<file path="config.mk">
export PLATFORM = sky130hd
export DESIGN_NAME = framed_packet_receiver
export DESIGN_NICKNAME = d
export VERILOG_FILES = /design/src/rtl/core/fpr_pkg.sv /design/src/rtl/core/fpr_cfg.sv /design/src/rtl/core/fpr_hdr_det.sv /design/src/rtl/core/fpr_parser.sv /design/src/rtl/core/framed_packet_receiver.sv
export VERILOG_INCLUDE_DIRS = /design/src /design/src/rtl/core
export SDC_FILE = /design/constraint.sdc
export NUM_CORES = 1
export LEC_CHECK = 0
export BUFFER_PORTS_ARGS = -buffer_cell sky130_fd_sc_hd__buf_2
export CORE_AREA = 4 4 137 139
export DETAILED_ROUTE_END_ITERATION = 12
export DIE_AREA = 0 0 141 143
export PLACE_DENSITY = 0.8
export SKIP_CTS_REPAIR_TIMING = 1
export SYNTH_ARGS = -nofsm -noshare
export SYNTH_HDL_FRONTEND = slang
export SYNTH_SLANG_ARGS = --single-unit
</file>
<file path="constraint.sdc">
create_clock -name clk -period 4 [get_ports clk]
set_input_delay 0.4 -clock clk [delete_from_list [all_inputs] [get_ports clk]]
set_output_delay 0.4 -clock clk [all_outputs]
set_load 0.01 [all_outputs]
</file>
<file path="src/rtl/core/framed_packet_receiver_assert.svh">
// Assertion macros shared by the receiver RTL.
// Needs nothing else; assertions vanish when SYNTH is defined.
`ifndef FRAMED_PACKET_RECEIVER_ASSERT_SVH
`define FRAMED_PACKET_RECEIVER_ASSERT_SVH
`ifndef SYNTH
// antecedent implies consequent in the same cycle
`define FPR_ASSERT_SAME(lbl, clk, rstn, ante, cons) \
	lbl: assert property (@(posedge clk) disable iff (!(rstn)) (ante) |-> (cons)) \
		else $error("receiver assertion failed");
// antecedent implies consequent in the next cycle
`define FPR_ASSERT_NEXT(lbl, clk, rstn, ante, cons) \
	lbl: assert property (@(posedge clk) disable iff (!(rstn)) (ante) |=> (cons)) \
		else $error("receiver assertion failed");
`else
`define FPR_ASSERT_SAME(lbl, clk, rstn, ante, cons)
`define FPR_ASSERT_NEXT(lbl, clk, rstn, ante, cons)
`endif
`endif

</file>
<file path="src/rtl/core/fpr_pkg.sv">
// Shared types and constants for the framed packet receiver.
// No dependencies; imported by every module of the block.
package fpr_pkg;

	// register indexes of the configuration port
	localparam int unsigned CfgAddrW = 3;
	typedef enum logic [CfgAddrW-1:0] {
		REG_ENABLE        = 3'd0,
		REG_HEADER_FIRST  = 3'd1,
		REG_HEADER_SECOND = 3'd2,
		REG_HEADER_THIRD  = 3'd3,
		REG_NAME_LIMIT    = 3'd4,
		REG_DATA_LIMIT    = 3'd5
	} cfg_reg_t;

	localparam int unsigned CfgDataW = 16;

	// reset values of the registers
	localparam logic [7:0]  HeaderFirstRst  = 8'd6;
	localparam logic [7:0]  HeaderSecondRst = 8'd134;
	localparam logic [7:0]  HeaderThirdRst  = 8'd247;
	localparam logic [7:0]  NameLimitRst    = 8'd32;
	localparam logic [15:0] DataLimitRst    = 16'd256;

	// parser phases
	typedef enum logic [2:0] {
		PH_WAIT     = 3'd0,
		PH_NAME_LEN = 3'd1,
		PH_NAME     = 3'd2,
		PH_DATA_LEN = 3'd3,
		PH_DATA     = 3'd4,
		PH_CSUM     = 3'd5
	} phase_t;

	// role reported for each byte
	typedef enum logic [2:0] {
		K_NONE     = 3'd0,
		K_NAME     = 3'd1,
		K_DATA     = 3'd2,
		K_HEADER   = 3'd3,
		K_GOOD     = 3'd4,
		K_CSUM_ERR = 3'd5,
		K_ABORT    = 3'd6
	} kind_t;

	typedef struct packed {
		logic        enable;
		logic [7:0]  header_first;
		logic [7:0]  header_second;
		logic [7:0]  header_third;
		logic [7:0]  name_limit;
		logic [15:0] data_limit;
	} cfg_t;

	typedef struct packed {
		kind_t       kind;
		logic [7:0]  byte_value;
		logic [15:0] byte_index;
		logic [7:0]  name_length;
		logic [15:0] data_length;
	} result_t;

endpackage

</file>
<file path="src/rtl/core/fpr_cfg.sv">
// Configuration register file of the receiver.
// Depends on fpr_pkg.
module fpr_cfg
	import fpr_pkg::*;
(
	input  logic                clk,
	input  logic                arst_n,
	input  logic                cfg_we,
	input  logic [CfgAddrW-1:0] cfg_addr,
	input  logic [CfgDataW-1:0] cfg_wdata,
	output cfg_t                cfg
);

	cfg_t cfg_q;

	// write decode; indexes past the list are dropped
	always_ff @(posedge clk or negedge arst_n) begin
		if (!arst_n) begin
			cfg_q.enable        <= 1'b1;
			cfg_q.header_first  <= HeaderFirstRst;
			cfg_q.header_second <= HeaderSecondRst;
			cfg_q.header_third  <= HeaderThirdRst;
			cfg_q.name_limit    <= NameLimitRst;
			cfg_q.data_limit    <= DataLimitRst;
		end else if (cfg_we) begin
			case (cfg_addr)
				REG_ENABLE:        cfg_q.enable        <= cfg_wdata[0];
				REG_HEADER_FIRST:  cfg_q.header_first  <= cfg_wdata[7:0];
				REG_HEADER_SECOND: cfg_q.header_second <= cfg_wdata[7:0];
				REG_HEADER_THIRD:  cfg_q.header_third  <= cfg_wdata[7:0];
				REG_NAME_LIMIT:    cfg_q.name_limit    <= cfg_wdata[7:0];
				REG_DATA_LIMIT:    cfg_q.data_limit    <= cfg_wdata;
				default: ;
			endcase
		end
	end

	assign cfg = cfg_q;

endmodule

</file>
<file path="src/rtl/core/fpr_hdr_det.sv">
// Three-byte header detector, run on every enabled byte.
// Depends on fpr_pkg.
module fpr_hdr_det
	import fpr_pkg::*;
(
	input  logic       clk,
	input  logic       arst_n,
	input  logic       step_en,
	input  logic [7:0] rx_byte,
	input  cfg_t       cfg,
	output logic       hdr_done
);

	logic [7:0] first_seen_q, first_seen_d;
	logic [7:0] second_seen_q, second_seen_d;
	logic [1:0] distance_q, distance_d;

	// match tests, first header byte wins
	always_comb begin
		first_seen_d  = first_seen_q;
		second_seen_d = second_seen_q;
		hdr_done      = 1'b0;
		if (rx_byte == cfg.header_first) begin
			first_seen_d = rx_byte;
		end else if (rx_byte == cfg.header_second) begin
			if (first_seen_q == cfg.header_first && distance_q == 2'd1) begin
				second_seen_d = rx_byte;
			end else begin
				first_seen_d = 8'd0;
			end
		end else if (rx_byte == cfg.header_third) begin
			if (distance_q == 2'd2 && second_seen_q == cfg.header_second) begin
				hdr_done = 1'b1;
			end else begin
				first_seen_d  = 8'd0;
				second_seen_d = 8'd0;
			end
		end else begin
			first_seen_d  = 8'd0;
			second_seen_d = 8'd0;
		end
	end

	// distance: set to one by a first byte, held on a full header, else saturating count
	always_comb begin
		if (rx_byte == cfg.header_first) begin
			distance_d = 2'd1;
		end else if (hdr_done || distance_q == 2'd3) begin
			distance_d = distance_q;
		end else begin
			distance_d = distance_q + 2'd1;
		end
	end

	always_ff @(posedge clk or negedge arst_n) begin
		if (!arst_n) begin
			first_seen_q  <= 8'd0;
			second_seen_q <= 8'd0;
			distance_q    <= 2'd0;
		end else if (step_en) begin
			first_seen_q  <= first_seen_d;
			second_seen_q <= second_seen_d;
			distance_q    <= distance_d;
		end
	end

endmodule

</file>
<file path="src/rtl/core/fpr_parser.sv">
// Frame field parser with running checksum.
// Depends on fpr_pkg; takes the header strobe from fpr_hdr_det.
module fpr_parser
	import fpr_pkg::*;
(
	input  logic       clk,
	input  logic       arst_n,
	input  logic       step_en,
	input  logic [7:0] rx_byte,
	input  logic       hdr_done,
	input  cfg_t       cfg,
	output result_t    res
);

	phase_t      phase_q, phase_d;
	logic        step_q, step_d;
	logic [7:0]  nlen_q, nlen_d;
	logic [15:0] pos_q, pos_d;
	logic [15:0] data_len_q, data_len_d;
	logic [15:0] sum_q, sum_d;
	logic [7:0]  sum_high_q, sum_high_d;

	logic [15:0] pos_inc;
	logic [15:0] data_len_full;
	logic [15:0] sum_add;
	logic [15:0] csum_got;

	assign pos_inc       = pos_q + 16'd1;
	assign data_len_full = {data_len_q[15:8], rx_byte};
	assign sum_add       = sum_q + {8'd0, rx_byte};
	assign csum_got      = {sum_high_q, rx_byte};

	// next state
	always_comb begin
		phase_d    = phase_q;
		step_d     = step_q;
		nlen_d     = nlen_q;
		pos_d      = pos_q;
		data_len_d = data_len_q;
		sum_d      = sum_q;
		sum_high_d = sum_high_q;
		if (cfg.enable) begin
			if (hdr_done) begin
				phase_d = PH_NAME_LEN;
				sum_d   = 16'd0;
			end else begin
				case (phase_q)
					PH_NAME_LEN: begin
						nlen_d = rx_byte;
						if (rx_byte > cfg.name_limit) begin
							phase_d = PH_WAIT;
						end else if (rx_byte == 8'd0) begin
							phase_d = PH_DATA_LEN;
							step_d  = 1'b0;
						end else begin
							phase_d = PH_NAME;
							pos_d   = 16'd0;
						end
					end
					PH_NAME: begin
						sum_d = sum_add;
						pos_d = pos_inc;
						if (pos_inc == {8'd0, nlen_q}) begin
							phase_d = PH_DATA_LEN;
							step_d  = 1'b0;
						end
					end
					PH_DATA_LEN: begin
						if (!step_q) begin
							data_len_d = {rx_byte, 8'd0};
							step_d     = 1'b1;
						end else begin
							data_len_d = data_len_full;
							if (data_len_full > cfg.data_limit) begin
								phase_d = PH_WAIT;
							end else if (data_len_full == 16'd0) begin
								phase_d = PH_CSUM;
								step_d  = 1'b0;
							end else begin
								phase_d = PH_DATA;
								pos_d   = 16'd0;
							end
						end
					end
					PH_DATA: begin
						sum_d = sum_add;
						pos_d = pos_inc;
						if (pos_inc == data_len_q) begin
							phase_d = PH_CSUM;
							step_d  = 1'b0;
						end
					end
					PH_CSUM: begin
						if (!step_q) begin
							sum_high_d = rx_byte;
							step_d     = 1'b1;
						end else begin
							phase_d = PH_WAIT;
						end
					end
					default: phase_d = PH_WAIT;
				endcase
			end
		end
	end

	// byte role and result fields
	always_comb begin
		res.kind        = K_NONE;
		res.byte_value  = 8'd0;
		res.byte_index  = 16'd0;
		res.name_length = nlen_d;
		res.data_length = data_len_d;
		if (cfg.enable) begin
			if (hdr_done) begin
				res.kind = K_HEADER;
			end else begin
				case (phase_q)
					PH_NAME_LEN: begin
						if (rx_byte > cfg.name_limit) res.kind = K_ABORT;
					end
					PH_NAME: begin
						res.kind       = K_NAME;
						res.byte_value = rx_byte;
						res.byte_index = pos_q;
					end
					PH_DATA_LEN: begin
						if (step_q && data_len_full > cfg.data_limit) res.kind = K_ABORT;
					end
					PH_DATA: begin
						res.kind       = K_DATA;
						res.byte_value = rx_byte;
						res.byte_index = pos_q;
					end
					PH_CSUM: begin
						if (step_q) res.kind = (csum_got == sum_q) ? K_GOOD : K_CSUM_ERR;
					end
					default: res.kind = K_NONE;
				endcase
			end
		end
	end

	always_ff @(posedge clk or negedge arst_n) begin
		if (!arst_n) begin
			phase_q    <= PH_WAIT;
			step_q     <= 1'b0;
			nlen_q     <= 8'd0;
			pos_q      <= 16'd0;
			data_len_q <= 16'd0;
			sum_q      <= 16'd0;
			sum_high_q <= 8'd0;
		end else if (step_en) begin
			phase_q    <= phase_d;
			step_q     <= step_d;
			nlen_q     <= nlen_d;
			pos_q      <= pos_d;
			data_len_q <= data_len_d;
			sum_q      <= sum_d;
			sum_high_q <= sum_high_d;
		end
	end

endmodule

</file>
<file path="src/rtl/core/framed_packet_receiver.sv">
// Top level of the framed packet receiver: input register, parser, result register.
// Depends on fpr_pkg, fpr_cfg, fpr_hdr_det, fpr_parser and the assertion header.
//
//  channel  | direction | payload
//  ---------+-----------+---------------------------------------------------
//  s_*      | in        | tdata: rx_byte
//  m_*      | out       | tdata: byte_value, byte_index, name_length, data_length
//           |           | tuser: kind
//  cfg_*    | in        | write enable, register index, write data
//
// One beat in, one beat out; a new byte is taken every cycle while the output flows.
// A byte passes through the input register, then the result register.
// The header, length and checksum state updates in the same cycle a byte
// moves from the input register to the result register.
// arst_n clears all control state and loads the register reset values.
// A stalled m_tready holds the result; one more byte is still taken into the input register.
`include "framed_packet_receiver_assert.svh"

module framed_packet_receiver
	import fpr_pkg::*;
(
	input  logic                clk,
	input  logic                arst_n,
	input  logic                s_tvalid,
	output logic                s_tready,
	input  logic [7:0]          s_tdata,   // [7:0] rx_byte
	output logic                m_tvalid,
	input  logic                m_tready,
	output logic [47:0]         m_tdata,   // [7:0] byte_value, [23:8] byte_index,
	                                       // [31:24] name_length, [47:32] data_length
	output logic [2:0]          m_tuser,   // [2:0] kind
	input  logic                cfg_we,
	input  logic [CfgAddrW-1:0] cfg_addr,
	input  logic [CfgDataW-1:0] cfg_wdata
);

	cfg_t       cfg;
	logic       valid_s1;
	logic [7:0] byte_s1;
	logic       valid_s2;
	result_t    res_s2;
	result_t    res;
	logic       adv;
	logic       hdr_done;
	logic       step_en;

	fpr_cfg u_cfg (
		.clk       (clk),
		.arst_n    (arst_n),
		.cfg_we    (cfg_we),
		.cfg_addr  (cfg_addr),
		.cfg_wdata (cfg_wdata),
		.cfg       (cfg)
	);

	// handshake: stage 1 moves on when the result register is free or being drained
	assign adv      = valid_s1 && (!valid_s2 || m_tready);
	assign s_tready = !valid_s1 || adv;
	assign step_en  = adv && cfg.enable;

	always_ff @(posedge clk or negedge arst_n) begin
		if (!arst_n) begin
			valid_s1 <= 1'b0;
		end else if (s_tvalid && s_tready) begin
			valid_s1 <= 1'b1;
		end else if (adv) begin
			valid_s1 <= 1'b0;
		end
	end

	always_ff @(posedge clk) begin
		if (s_tvalid && s_tready) byte_s1 <= s_tdata;
	end

	fpr_hdr_det u_hdr_det (
		.clk      (clk),
		.arst_n   (arst_n),
		.step_en  (step_en),
		.rx_byte  (byte_s1),
		.cfg      (cfg),
		.hdr_done (hdr_done)
	);

	fpr_parser u_parser (
		.clk      (clk),
		.arst_n   (arst_n),
		.step_en  (step_en),
		.rx_byte  (byte_s1),
		.hdr_done (hdr_done),
		.cfg      (cfg),
		.res      (res)
	);

	// result register
	always_ff @(posedge clk or negedge arst_n) begin
		if (!arst_n) begin
			valid_s2 <= 1'b0;
		end else if (adv) begin
			valid_s2 <= 1'b1;
		end else if (m_tready) begin
			valid_s2 <= 1'b0;
		end
	end

	always_ff @(posedge clk) begin
		if (adv) res_s2 <= res;
	end

	assign m_tvalid = valid_s2;
	assign m_tuser  = res_s2.kind;
	assign m_tdata  = {res_s2.data_length, res_s2.name_length,
		res_s2.byte_index, res_s2.byte_value};

	// checks
	`FPR_ASSERT_SAME(a_hold_full, clk, arst_n, valid_s1 && !adv, !s_tready)
	`FPR_ASSERT_NEXT(a_take_lands, clk, arst_n, s_tvalid && s_tready, valid_s1)
	`FPR_ASSERT_SAME(a_name_idx, clk, arst_n, m_tvalid && m_tuser == K_NAME,
		m_tdata[23:8] < {8'd0, m_tdata[31:24]})
	`FPR_ASSERT_SAME(a_data_idx, clk, arst_n, m_tvalid && m_tuser == K_DATA,
		m_tdata[23:8] < m_tdata[47:32])

endmodule

</file>
==> After elaboration in Yosys (flattened, before gate mapping) <==
Index checks and enable logic that the tools add are counted.
{ "totals": {"input_bits": 32, "elab_cells": 165, "regBits": 196, "out_inout_bits": 53} }
{ "op_classes": {"n_eq_ne": 38, "n_bitwise": 5, "addsub": 3, "order_cmp": 2, "n_reduce_logical": 36, "n_mux": 56} }
{ "op_table": {"columns": ["cell", "n"], "rows": [
  ["$mux W16", 11],
  ["$mux W8", 10],
  ["$pmux W16 S3", 1],
  ["$eq A8 B8 Y1", 5],
  ["$eq A16 B16 Y1", 2],
  ["$mux W3", 10],
  ["$pmux W3 S5", 2],
  ["$mux W1", 18],
  ["$ne A3 B2 Y1 const B", 6],
  ["$add A16 B1 Y16 const B", 1],
  ["$add A16 B8 Y16", 1],
  ["$eq A16 B8 Y1", 1],
  ["$gt A16 B16 Y1", 1],
  ["$logic_not A16 Y1", 1],
  ["$reduce_and A2 Y1", 7],
  ["$eq A3 B2 Y1 const B", 4],
  ["$eq A3 B3 Y1 const B", 4],
  ["$ne A2 B1 Y1 const B", 5],
  ["$ne A2 B2 Y1 const B", 5],
  ["$reduce_and A9 Y1", 1],
  ["$gt A8 B8 Y1", 1],
  ["$logic_not A8 Y1", 1],
  ["$reduce_and A8 Y1", 1],
  ["$eq A3 B1 Y1 const B", 2],
  ["20 further kinds", 39]
]} }

==> Depth between registers and ports, before layout <==
Gate-level depths: netlist (run 1).
{ "logic_depth": {"ltp_word": 9, "mapped_depth": 12, "mapped_depth_nobuf": 11} }

==> Modules after synthesis <==
From an unflattened synthesis (run 1), not the netlist that was laid out.
{ "unflattened": {"cells_unflattened": 971, "hier_area_um2": 10786.6} }
{ "modules_own_cells": {"columns": ["mod", "cells_each", "seq_area_each_um2", "instances", "area_per_inst_um2"], "rows": [
  ["fpr_parser", 641, 1701.6, 1, 5497.8],
  ["fpr_cfg", 108, 1244.9, 1, 1998.2],
  ["framed_packet_receiver", 68, 1821.7, 1, 1881.8],
  ["fpr_hdr_det", 154, 450.4, 1, 1408.9]
]} }

==> Least setup slack after synthesis (run 1) <==
Ideal clock, no wire load.
{ "synth_path": {"path_type": "flip-flop to flip-flop", "from": "register valid_s2 (netlist: m_tvalid)", "to": "register u_hdr_det.distance_q[1]", "path_stages_with_launch": 7, "required_time_ns": 3.875, "t_arrival_ns": 3.040, "path_buffers": 0, "slack_ns": 0.835, "setup_time_ns": 0.125, "period_less_slack_ns": 3.165, "cell_sequence": "dfrtp_1 > nand2b_1 > and2_1 > nand2_1 > nor3_1 > nor2_1 > mux2_2"} }
{ "synth_via": {"elab_chain_len": 5} }
{ "synth_lines": {"columns": ["element", "line", "source"], "rows": [
  ["start, declared", "framed_packet_receiver.sv:40", "logic valid_s2;"],
  ["start signal, assigned", "framed_packet_receiver.sv:97", "valid_s2 <= 1'b0;"],
  ["start signal, assigned", "framed_packet_receiver.sv:99", "valid_s2 <= 1'b1;"],
  ["start signal, assigned", "framed_packet_receiver.sv:101", "valid_s2 <= 1'b0;"],
  ["$logic_not A1 Y1", "framed_packet_receiver.sv:57", "assign adv = valid_s1 && (!valid_s2 || m_tready);"],
  ["$logic_or A1 B1 Y1", "framed_packet_receiver.sv:57", null],
  ["$logic_and A1 B1 Y1", "framed_packet_receiver.sv:57", null],
  ["via adv", "framed_packet_receiver.sv:43", "logic adv;"],
  ["$logic_and A1 B1 Y1", "framed_packet_receiver.sv:59", "assign step_en = adv && cfg.enable;"],
  ["$reduce_and A2 Y1 (no source line)", null, null],
  ["end signal, assigned", "fpr_hdr_det.sv:63", "distance_q <= distance_d;"],
  ["end, declared", "fpr_hdr_det.sv:16", "logic [1:0] distance_q, distance_d;"]
]} }
The timed path passes the listed nets, and every way through them passes these cells.
A chain may end at the register's enable or synchronous reset.

==> flow_metrics.tcl, run 1 <==
set metrics [dict create \
    grt_max_degree 92 \
    synthCells 946 \
    critPathMaxStageDelay_ns 0.67 \
    fin_worst_skew_ns 0.0147 \
    fin_cells 1261 \
    ys_warn_count 0 \
    synth_cell_types 70 \
    status "finished, final reports clean" \
    rr_worst_depth 7 \
    pwr-share-seq 0.464 \
    tightestPinTransition_ns 1.20 \
    grt_pass1_vias 7617 \
    grt_pass1_wl_um 39900 \
    whs_ns 0.0406 \
    setup_violations 0 \
    dr.first_iter.drc_count 576 \
    synth-main-ff-cell "dfrtp_1" \
    cellPowerDensity_nw_per_um2 518 \
    die_w_um 141 \
    ys_seq_elements 196 \
    fin_crit_ns 3.34 \
    p_switching_w 0.00200 \
    area_delta_synth_final_pct 11.3 \
    via_per_inst 6.03 \
    numCtsBuffers 17 \
    cts_root_buf "clkbuf_16" \
    hp-class "input pin to async pin" \
    worst-path-max-fanout 18 \
    crit_buf_inv 0 \
    antenna_found_initial 0 \
    htreeDepth 4 \
    worstSetupPathType "register to register" \
    timing.fmax_mhz 300 \
    sw_frac_of_total 0.330 \
    synthArstFlopShare 0.699 \
    die-area_um2 20200 \
    comb_power_share 0.259 \
    yosysSeqAreaShare 0.495 \
    cts_tree "built" \
    antenna_cells 0 \
    track_usage 0.252 \
    ir_worst_vdd_mv 0.356 \
    io_pins 85 \
    num_vias 7602 \
    layout-drive-gt1-share 0.251 \
    maxCapViolCount 0 \
    route.detailed.drc 0 \
    wl_per_cell_um 19.6 \
    cts.sinks 196 \
    crit_path_end_kind "register" \
    gp_congestion 0.906 \
    crit_slowest_cell "edfxtp_1" \
    finalHoldViolations 0 \
    initial_core_util 0.598 \
    rsz0062_at_grt "false" \
    slew_violations 0 \
    die_height_um 143 \
    wl_um 24700 \
    critPathTopFamily "simple AND/OR/NAND/NOR gates" \
    crit_chain "xnor2_1 -> nand4_2 -> nor2_2 -> or4_4 -> nand3_2 -> nor2_1 -> mux2_2" \
    clock_latency_ns 0.44 \
    ant_nets 0 \
    cp.depth 7 \
    start_kind "register" \
    avgSynthCellArea_um2 11.2 \
    arrival_ns 3.52 \
    yosysTopAreaCell "dfrtp_1" \
    cts_buffer_depth 2 \
    internal_power_w 0.00408 \
    grt.overflow.total 0 \
    synth-edff-count 59 \
    io_buffers 84 \
    core_area_um2 17700 \
    placed_cells_incl_taps 1229 \
    synth_nets 1015 \
    syn-cell-area_um2 10600 \
    finalSetupTns_ns 0 \
    synth_top_cell_area_share 0.289 \
    max_slew_margin 0.197 \
    num_rows 49 \
    crit_required_ns 4.18 \
    synthTopCellsByArea "dfrtp_1, edfxtp_1, mux2_2" \
    hpwl_um 17400 \
    leakage_nw 5.19 \
    cts.clk_slew.worst_paths_ns 0.08 \
    fin_crit_sh 0.834 \
    fin_nets 1088 \
    clkPwrFrac 0.277 \
    firstDrtPassIters 5 \
]
-- layout make-up --
class / count / area, um^2
fill: 1326 / 5910
sequential: 196 / 5220
multi-input combinational: 652 / 4920
timing repair buffer: 100 / 547
clock buffer: 19 / 464
tap: 229 / 287
inverter: 52 / 195
clock inverter: 13 / 110
-- synth_stat cells (3+ instances only) --
cell type and n:
edfxtp_1 59, mux2i_1 9, buf_6 3, or2_2 4
nand2b_1 8, a32o_1 3, xnor2_1 45, mux2_2 84
and4_1 5, nand4b_1 3, buf_2 14, dfrtp_1 122
and3_1 10, a31oi_1 14, mux2_4 8, dfstp_2 15
clkbuf_1 26, a22o_1 11, nor2_1 30, o21ai_0 52
a21oi_1 24, a21o_1 11, o31ai_1 7, or4_1 5
nand3_1 17, a31o_2 3, o2111ai_1 3, o22ai_1 3
o211ai_1 5, nand4_1 18, a211oi_1 3, and2_1 33
nor2b_1 12, nor3_1 23, nor4_1 16, xor2_1 40
or3_1 3, ha_1 36, inv_1 52, nand2_1 68
-- state kept, by name, summed over array words and instances, names as in the netlist --
name                     flops
u_cfg.cfg                   49
u_parser.data_len_q         16
valid_s1                     1
m_tuser                      3
u_parser.phase_q             3
u_hdr_det.distance_q         2
u_parser.step_q              1
u_parser.sum_q              16
u_parser.pos_q              16
u_parser.nlen_q              8
m_tvalid                     1
byte_s1                      8
u_hdr_det.first_seen_q       8
u_parser.sum_high_q          8
m_tdata                     48
u_hdr_det.second_seen_q      8
-- through the flow --
stage,total power [W],instance area (um^2),utilization,setup WS [ns]
after floorplan,0.00391,10600,-,0.835
after global placement,0.00433,11200,0.633,0.795
after detailed placement,0.00440,11200,0.633,0.694
after CTS,0.00609,11700,0.665,0.679
after global routing,0.00638,11700,0.665,0.420
final,0.00608,11700,0.665,0.664
-- power groups by stage --
stage / logic [W] / registers, W / clock network, W
3_3_place_gp: 0.00149 / 0.00283 / 0
3_5_place_dp: 0.00155 / 0.00285 / 0
2_1_floorplan: 0.00119 / 0.00272 / 0
4_1_cts: 0.00157 / 0.00281 / 0.00170
6_report: 0.00158 / 0.00282 / 0.00168
5_1_grt: 0.00175 / 0.00286 / 0.00177
-- placed cells by master, fill, tap and decap left out, types with 11 or more instances in the layout --
cell       count
dfstp_2       15
xor2_1        40
inv_1         52
nor2_1        30
ha_1          36
nand3_1       17
clkbuf_16     18
nor3_1        23
mux2_2        84
xnor2_1       45
edfxtp_1      59
nand2_1       68
buf_2         83
a31oi_1       14
dfrtp_1      122
nor2b_1       12
and2_1        32
a21o_1        11
a21oi_1       24
o21ai_0       52
buf_4         16
a22o_1        11
nand4_1       18
nor4_1        16
-- routing by layer --
| metal | GRT usage | routed length (um) | vias to the layer above | share of wire |
|---|---|---|---|---|
| met1 | 0.324 | 10400 | 3714 | 0.42 |
| met2 | 0.425 | 12000 | 290 | 0.49 |
| met5 | 0 | 0 | - | 0 |
| met3 | 0.0412 | 1470 | 58 | 0.059 |
| li1 | - | - | 3540 | - |
| met4 | 0.108 | 813 | 0 | 0.033 |
-- logic make-up (layout without fill, tap and decap cells) --
logic type,count (synthesis),after routing,share of synthesized area
AND/OR/NAND/NOR,268,268,0.138
flip-flops,196,196,0.495
AO/OA/AOI/OAI,157,157,0.0974
multiplexers,101,101,0.110
buffers and inverters,98,184,0.0389
XOR/XNOR,88,88,0.0764
adder cells (fa/ha/maj),38,38,0.0455
-- worst paths after layout --
| kind | start | to | slack [ns] |
|---|---|---|---|
| worst max-delay path | byte_s1[0] | m_tdata[45] | 0.66 |
| worst min-delay path | arst_n | u_cfg.cfg[9] | 0.04 |
| worst max register to register | byte_s1[0] | m_tdata[45] | 0.66 |
| worst min register to register | u_parser.sum_q[6] | u_parser.sum_q[6] | 0.50 |
| max in group asynchronous | arst_n | u_cfg.cfg[34] | 3.05 |
| min in group clk | s_tdata[5] | byte_s1[5] | 0.13 |
(Power assumes the default switching activity.)
==> run 2, diff against run 1 <==
--- a/config.mk
+++ b/config.mk
@@ -7,10 +7,10 @@
 export NUM_CORES = 1
 export LEC_CHECK = 0
 export BUFFER_PORTS_ARGS = -buffer_cell sky130_fd_sc_hd__buf_2
-export CORE_AREA = 4 4 137 139
+export CORE_AREA = 4 4 144 146
 export DETAILED_ROUTE_END_ITERATION = 12
-export DIE_AREA = 0 0 141 143
-export PLACE_DENSITY = 0.8
+export DIE_AREA = 0 0 148 150
+export PLACE_DENSITY = 0.76
 export SKIP_CTS_REPAIR_TIMING = 1
 export SYNTH_ARGS = -nofsm -noshare
 export SYNTH_HDL_FRONTEND = slang
==> constraint.sdc (replaced) <==
create_clock -name clk -period 2.95 [get_ports clk]
set_input_delay 0.295 -clock clk [delete_from_list [all_inputs] [get_ports clk]]
set_output_delay 0.295 -clock clk [all_outputs]
set_load 0.01 [all_outputs]
==> flow_metrics.tcl, run 2 (synthesized netlist as in run 1, its figures left out) <==
set metrics [dict create \
    tightestPinTransition_ns 0.740 \
    ir_worst_vdd_mv 0.478 \
    die_height_um 150 \
    crit_path_end_kind "register" \
    fin_worst_skew_ns 0.0131 \
    cts_buffer_depth 2 \
    die_w_um 148 \
    whs_ns 0.0350 \
    hold_path_end "byte_s1[5]" \
    slew_violations 0 \
    maxCapViolCount 0 \
    ant_nets 0 \
    reg2reg_setup_slack_ns 0.14 \
    largest_reg_flops 49 \
    min_path_cells 1 \
    finalHoldViolations 0 \
    via_per_inst 5.78 \
    arrival_ns 3.14 \
    initial_core_util 0.544 \
    status "finished, final reports clean" \
    rr_worst_depth 10 \
    hp-class "input pin to register" \
    numCtsBuffers 17 \
    area_delta_synth_final_pct 16.4 \
    cts.sinks 196 \
    timing.fmax_mhz 355 \
    holdCritStartpoint "s_tdata[5]" \
    design_power_total_w 0.00851 \
    core_area_um2 19400 \
    die-area_um2 22200 \
    grt_max_degree 74 \
    crit_required_ns 3.28 \
    wl_um 25800 \
    grt.overflow.total 0 \
    worst-path-max-fanout 10 \
    final_common_cell "dfrtp_1" \
    firstDrtPassIters 5 \
    dr.first_iter.drc_count 554 \
    start_kind "register" \
    leakage_nw 5.48 \
    track_usage 0.242 \
    io_pins 85 \
    io_buffers 84 \
    num_rows 51 \
    rsz0062_at_grt "false" \
    cellPowerDensity_nw_per_um2 693 \
    fin_nets 1141 \
    fin_crit_ns 2.81 \
    route.detailed.drc 0 \
    num_vias 7805 \
    antenna_cells 0 \
    grt_pass1_vias 7857 \
    setup_ws_ns 0.136 \
    fin_crit_sh 0.954 \
    htreeDepth 4 \
    cts.clk_slew.worst_paths_ns 0.07 \
    hpwl_um 18500 \
    setup_violations 0 \
    clock_latency_ns 0.44 \
    gp_congestion 0.986 \
    cts_tree "built" \
    fill_cells 1555 \
    cts_root_buf "clkbuf_16" \
    grt_pass1_wl_um 42000 \
    max_slew_margin 0.506 \
    regToRegStartpoint "byte_s1[1]" \
    antenna_found_initial 0 \
    layout_common_cells "dfrtp_1, mux2_2, buf_2" \
    worstSetupPathType "register to register" \
    dp_slack_ns -0.0574 \
    r2r-end "u_parser.pos_q[14]" \
    wl_per_cell_um 19.1 \
    layout-drive-gt1-share 0.293 \
]
run 2: cell types whose count changed in the layout (fill, tap and decap cells not counted), moves of 2 or more:
cell	previous run	this run
buf_4	16	65
inv_8	2	4
inv_6	4	2
buf_12	0	3
run 2: worst max-delay path by stage:
stage / start / to / slack [ns] / cells past startpoint
after CTS: byte_s1[2] / m_tdata[19] / -0.05 / 7
final: byte_s1[1] / u_parser.pos_q[14] / 0.14 / 10
after global placement: byte_s1[2] / m_tdata[18] / 0.04 / 7
after global routing: byte_s1[1] / u_parser.sum_q[10] / 0.01 / 9
after floorplan: byte_s1[1] / u_parser.sum_q[12] / 0.20 / 11
after detailed placement: byte_s1[2] / m_tdata[19] / -0.06 / 7
run 2: metrics by stage:
stage	TNS, ns	util	area, um^2	instances
finish	0	0.633	12300	1350
global route	0	0.633	12300	1350
CTS	-0.845	0.629	12200	1344
detailed placement	-0.974	0.598	11600	1312
global placement	0	0.598	11600	1312
floorplan	0	-	10600	946
run 2: power breakdown:
| part | switching [W] | total (W) | internal (W) |
|---|---|---|---|
| Sequential | 0.000410 | 0.00374 | 0.00333 |
| Clock | 0.00110 | 0.00239 | 0.00129 |
| Combinational | 0.00125 | 0.00238 | 0.00113 |
run 2: per-layer routing:
| metal | routed length [um] | track usage | share of wire | up-vias |
|---|---|---|---|---|
| li1 | - | - | - | 3652 |
| met1 | 11200 | 0.328 | 0.44 | 3837 |
| met2 | 12400 | 0.396 | 0.48 | 258 |
| met3 | 1270 | 0.0363 | 0.049 | 58 |
| met4 | 902 | 0.0942 | 0.035 | 0 |
| met5 | 0 | 0 | 0 | - |
run 2: layout make-up:
type                            count  area (um^2)  area share
Timing Repair Buffer              153          985      0.0802
Tap cell                          265          332      0.0270
Sequential cell                   196         5220       0.425
Clock inverter                     13          130      0.0106
Clock buffer                       19          475      0.0387
Multi-Input combinational cell    652         4950       0.403
Inverter                           52          195      0.0159
run 2: critical path, cell delays in order, from the launching register on:
cell	delay, ns
edfxtp_1	0.47
buf_4	0.17
ha_1	0.28
nor2b_1	0.14
o211ai_1	0.15
a21oi_1	0.09
o22ai_1	0.39
a31o_2	0.23
and3_1	0.40
o21ai_0	0.16
a32o_1	0.23
==> run 3, diff against run 2 <==
--- a/config.mk
+++ b/config.mk
@@ -7,10 +7,11 @@
 export NUM_CORES = 1
 export LEC_CHECK = 0
 export BUFFER_PORTS_ARGS = -buffer_cell sky130_fd_sc_hd__buf_2
-export CORE_AREA = 4 4 144 146
+export CORE_AREA = 4 4 143 145
+export CTS_BUF_LIST = sky130_fd_sc_hd__clkbuf_8
 export DETAILED_ROUTE_END_ITERATION = 12
-export DIE_AREA = 0 0 148 150
-export PLACE_DENSITY = 0.76
+export DIE_AREA = 0 0 147 149
+export PLACE_DENSITY = 0.77
 export SKIP_CTS_REPAIR_TIMING = 1
 export SYNTH_ARGS = -nofsm -noshare
 export SYNTH_HDL_FRONTEND = slang
==> flow_metrics.tcl, run 3 (synthesized netlist as in run 1, its figures left out) <==
set metrics [dict create \
    cp.depth 8 \
    cts_tree "built" \
    grt.overflow.total 0 \
    layout_common_cells "dfrtp_1, mux2_2, buf_2" \
    setup_ws_ns 0.0709 \
    die_w_um 147 \
    fin_worst_skew_ns 0.0144 \
    dp_slack_ns 0.0319 \
    initial_core_util 0.549 \
    cts.sinks 196 \
    wl_per_cell_um 18.7 \
    finalSetupTns_ns 0 \
    start_kind "register" \
    die-area_um2 21900 \
    sw_frac_of_total 0.330 \
    fill_cells 1478 \
    design_power_total_w 0.00812 \
    timing.fmax_mhz 347 \
    max_slew_margin 0.510 \
    dr.first_iter.drc_count 502 \
    ant_nets 0 \
    fin_nets 1150 \
    area_delta_synth_final_pct 15.7 \
    setup_violations 0 \
    grt_max_degree 96 \
    fin_crit_sh 0.976 \
    grt_pass1_vias 7675 \
    ir_worst_vdd_mv 0.321 \
    worst-path-max-fanout 15 \
    cts_root_buf "clkbuf_8" \
    antenna_found_initial 0 \
    finalHoldViolations 0 \
    rr_worst_depth 8 \
    worstSetupPathType "register to register" \
    via_per_inst 5.79 \
    pwr-share-seq 0.459 \
    wl_um 25500 \
    crit_buf_inv 0 \
    largest_reg_flops 49 \
    firstDrtPassIters 5 \
    critPathTopFamily "simple AND/OR/NAND/NOR gates" \
    cellPowerDensity_nw_per_um2 665 \
    crit_required_ns 3.36 \
    crit_path_end_kind "register" \
    min_path_cells 2 \
    internal_power_w 0.00544 \
    tightestPinTransition_ns 0.735 \
    rsz0062_at_grt "false" \
    fin_crit_ns 2.88 \
    hp-class "input pin to register" \
    status "finished, final reports clean" \
    gp_congestion 0.959 \
    hpwl_um 18200 \
    die_height_um 149 \
    route.detailed.drc 0 \
    final_common_cell "dfrtp_1" \
    grt_pass1_wl_um 40500 \
    io_buffers 84 \
    maxCapViolCount 0 \
    whs_ns 0.0168 \
    crit_slowest_cell "or4_4" \
    num_vias 7870 \
    slew_violations 0 \
    arrival_ns 3.29 \
    htreeDepth 4 \
    critPathMaxStageDelay_ns 0.57 \
    cts.clk_slew.worst_paths_ns 0.10 \
    core_area_um2 19200 \
    leakage_nw 5.45 \
    clock_latency_ns 0.48 \
    numCtsBuffers 17 \
    io_pins 85 \
    cts_buffer_depth 2 \
    track_usage 0.234 \
    num_rows 51 \
    comb_power_share 0.293 \
    clkPwrFrac 0.248 \
    crit_chain "xor2_1 -> nor4_1 -> nand4_1 -> or4_4 -> a21o_1 -> o21bai_4 -> or3_1 -> a21oi_1" \
    layout-drive-gt1-share 0.291 \
    p_switching_w 0.00268 \
]
run 3: power groups by stage:
stage | Clock [W] | Combinational [W] | Sequential, W
global route | 0.00215 | 0.00263 | 0.00377
detailed placement | 0 | 0.00232 | 0.00377
floorplan | 0 | 0.00162 | 0.00369
CTS | 0.00203 | 0.00234 | 0.00372
finish | 0.00201 | 0.00238 | 0.00372
global placement | 0 | 0.00225 | 0.00375
run 3: final cells by class:
cell class | count | area [um^2] | share of cell area
Antenna cell | 1 | 2.50 | 0.000205
Clock buffer | 18 | 248 | 0.0203
Clock inverter | 14 | 210 | 0.0172
Inverter | 52 | 195 | 0.0160
Multi-Input combinational cell | 652 | 4950 | 0.405
Sequential cell | 196 | 5220 | 0.427
Tap cell | 265 | 332 | 0.0272
Timing Repair Buffer | 162 | 1050 | 0.0864
run 3: worst paths after layout:
check	startpoint	slack, ns	to
worst max-delay path	byte_s1[7]	0.07	u_parser.sum_q[14]
worst min-delay path	s_tvalid	0.02	valid_s1
worst max register to register	byte_s1[7]	0.07	u_parser.sum_q[14]
worst min register to register	u_parser.sum_q[4]	0.50	u_parser.sum_q[4]
max in group asynchronous	arst_n	1.76	u_parser.sum_q[4]
min in group asynchronous	arst_n	0.28	u_cfg.cfg[17]
run 3: routing by layer:
layer  vias to the layer above  global-route usage  share of wire
met5                         -                   0              0
met4                         0              0.0596          0.018
met3                        40              0.0340          0.057
met2                       272               0.398           0.49
met1                      3888               0.318           0.43
li1                       3670                   -              -
run 3: stage by stage:
| stage | utilization | cells | area [um^2] |
|---|---|---|---|
| 2_1_floorplan | - | 946 | 10600 |
| 3_3_place_gp | 0.602 | 1309 | 11600 |
| 3_5_place_dp | 0.602 | 1309 | 11600 |
| 4_1_cts | 0.626 | 1341 | 12000 |
| 5_1_grt | 0.635 | 1359 | 12200 |
| 6_report | 0.636 | 1360 | 12200 |
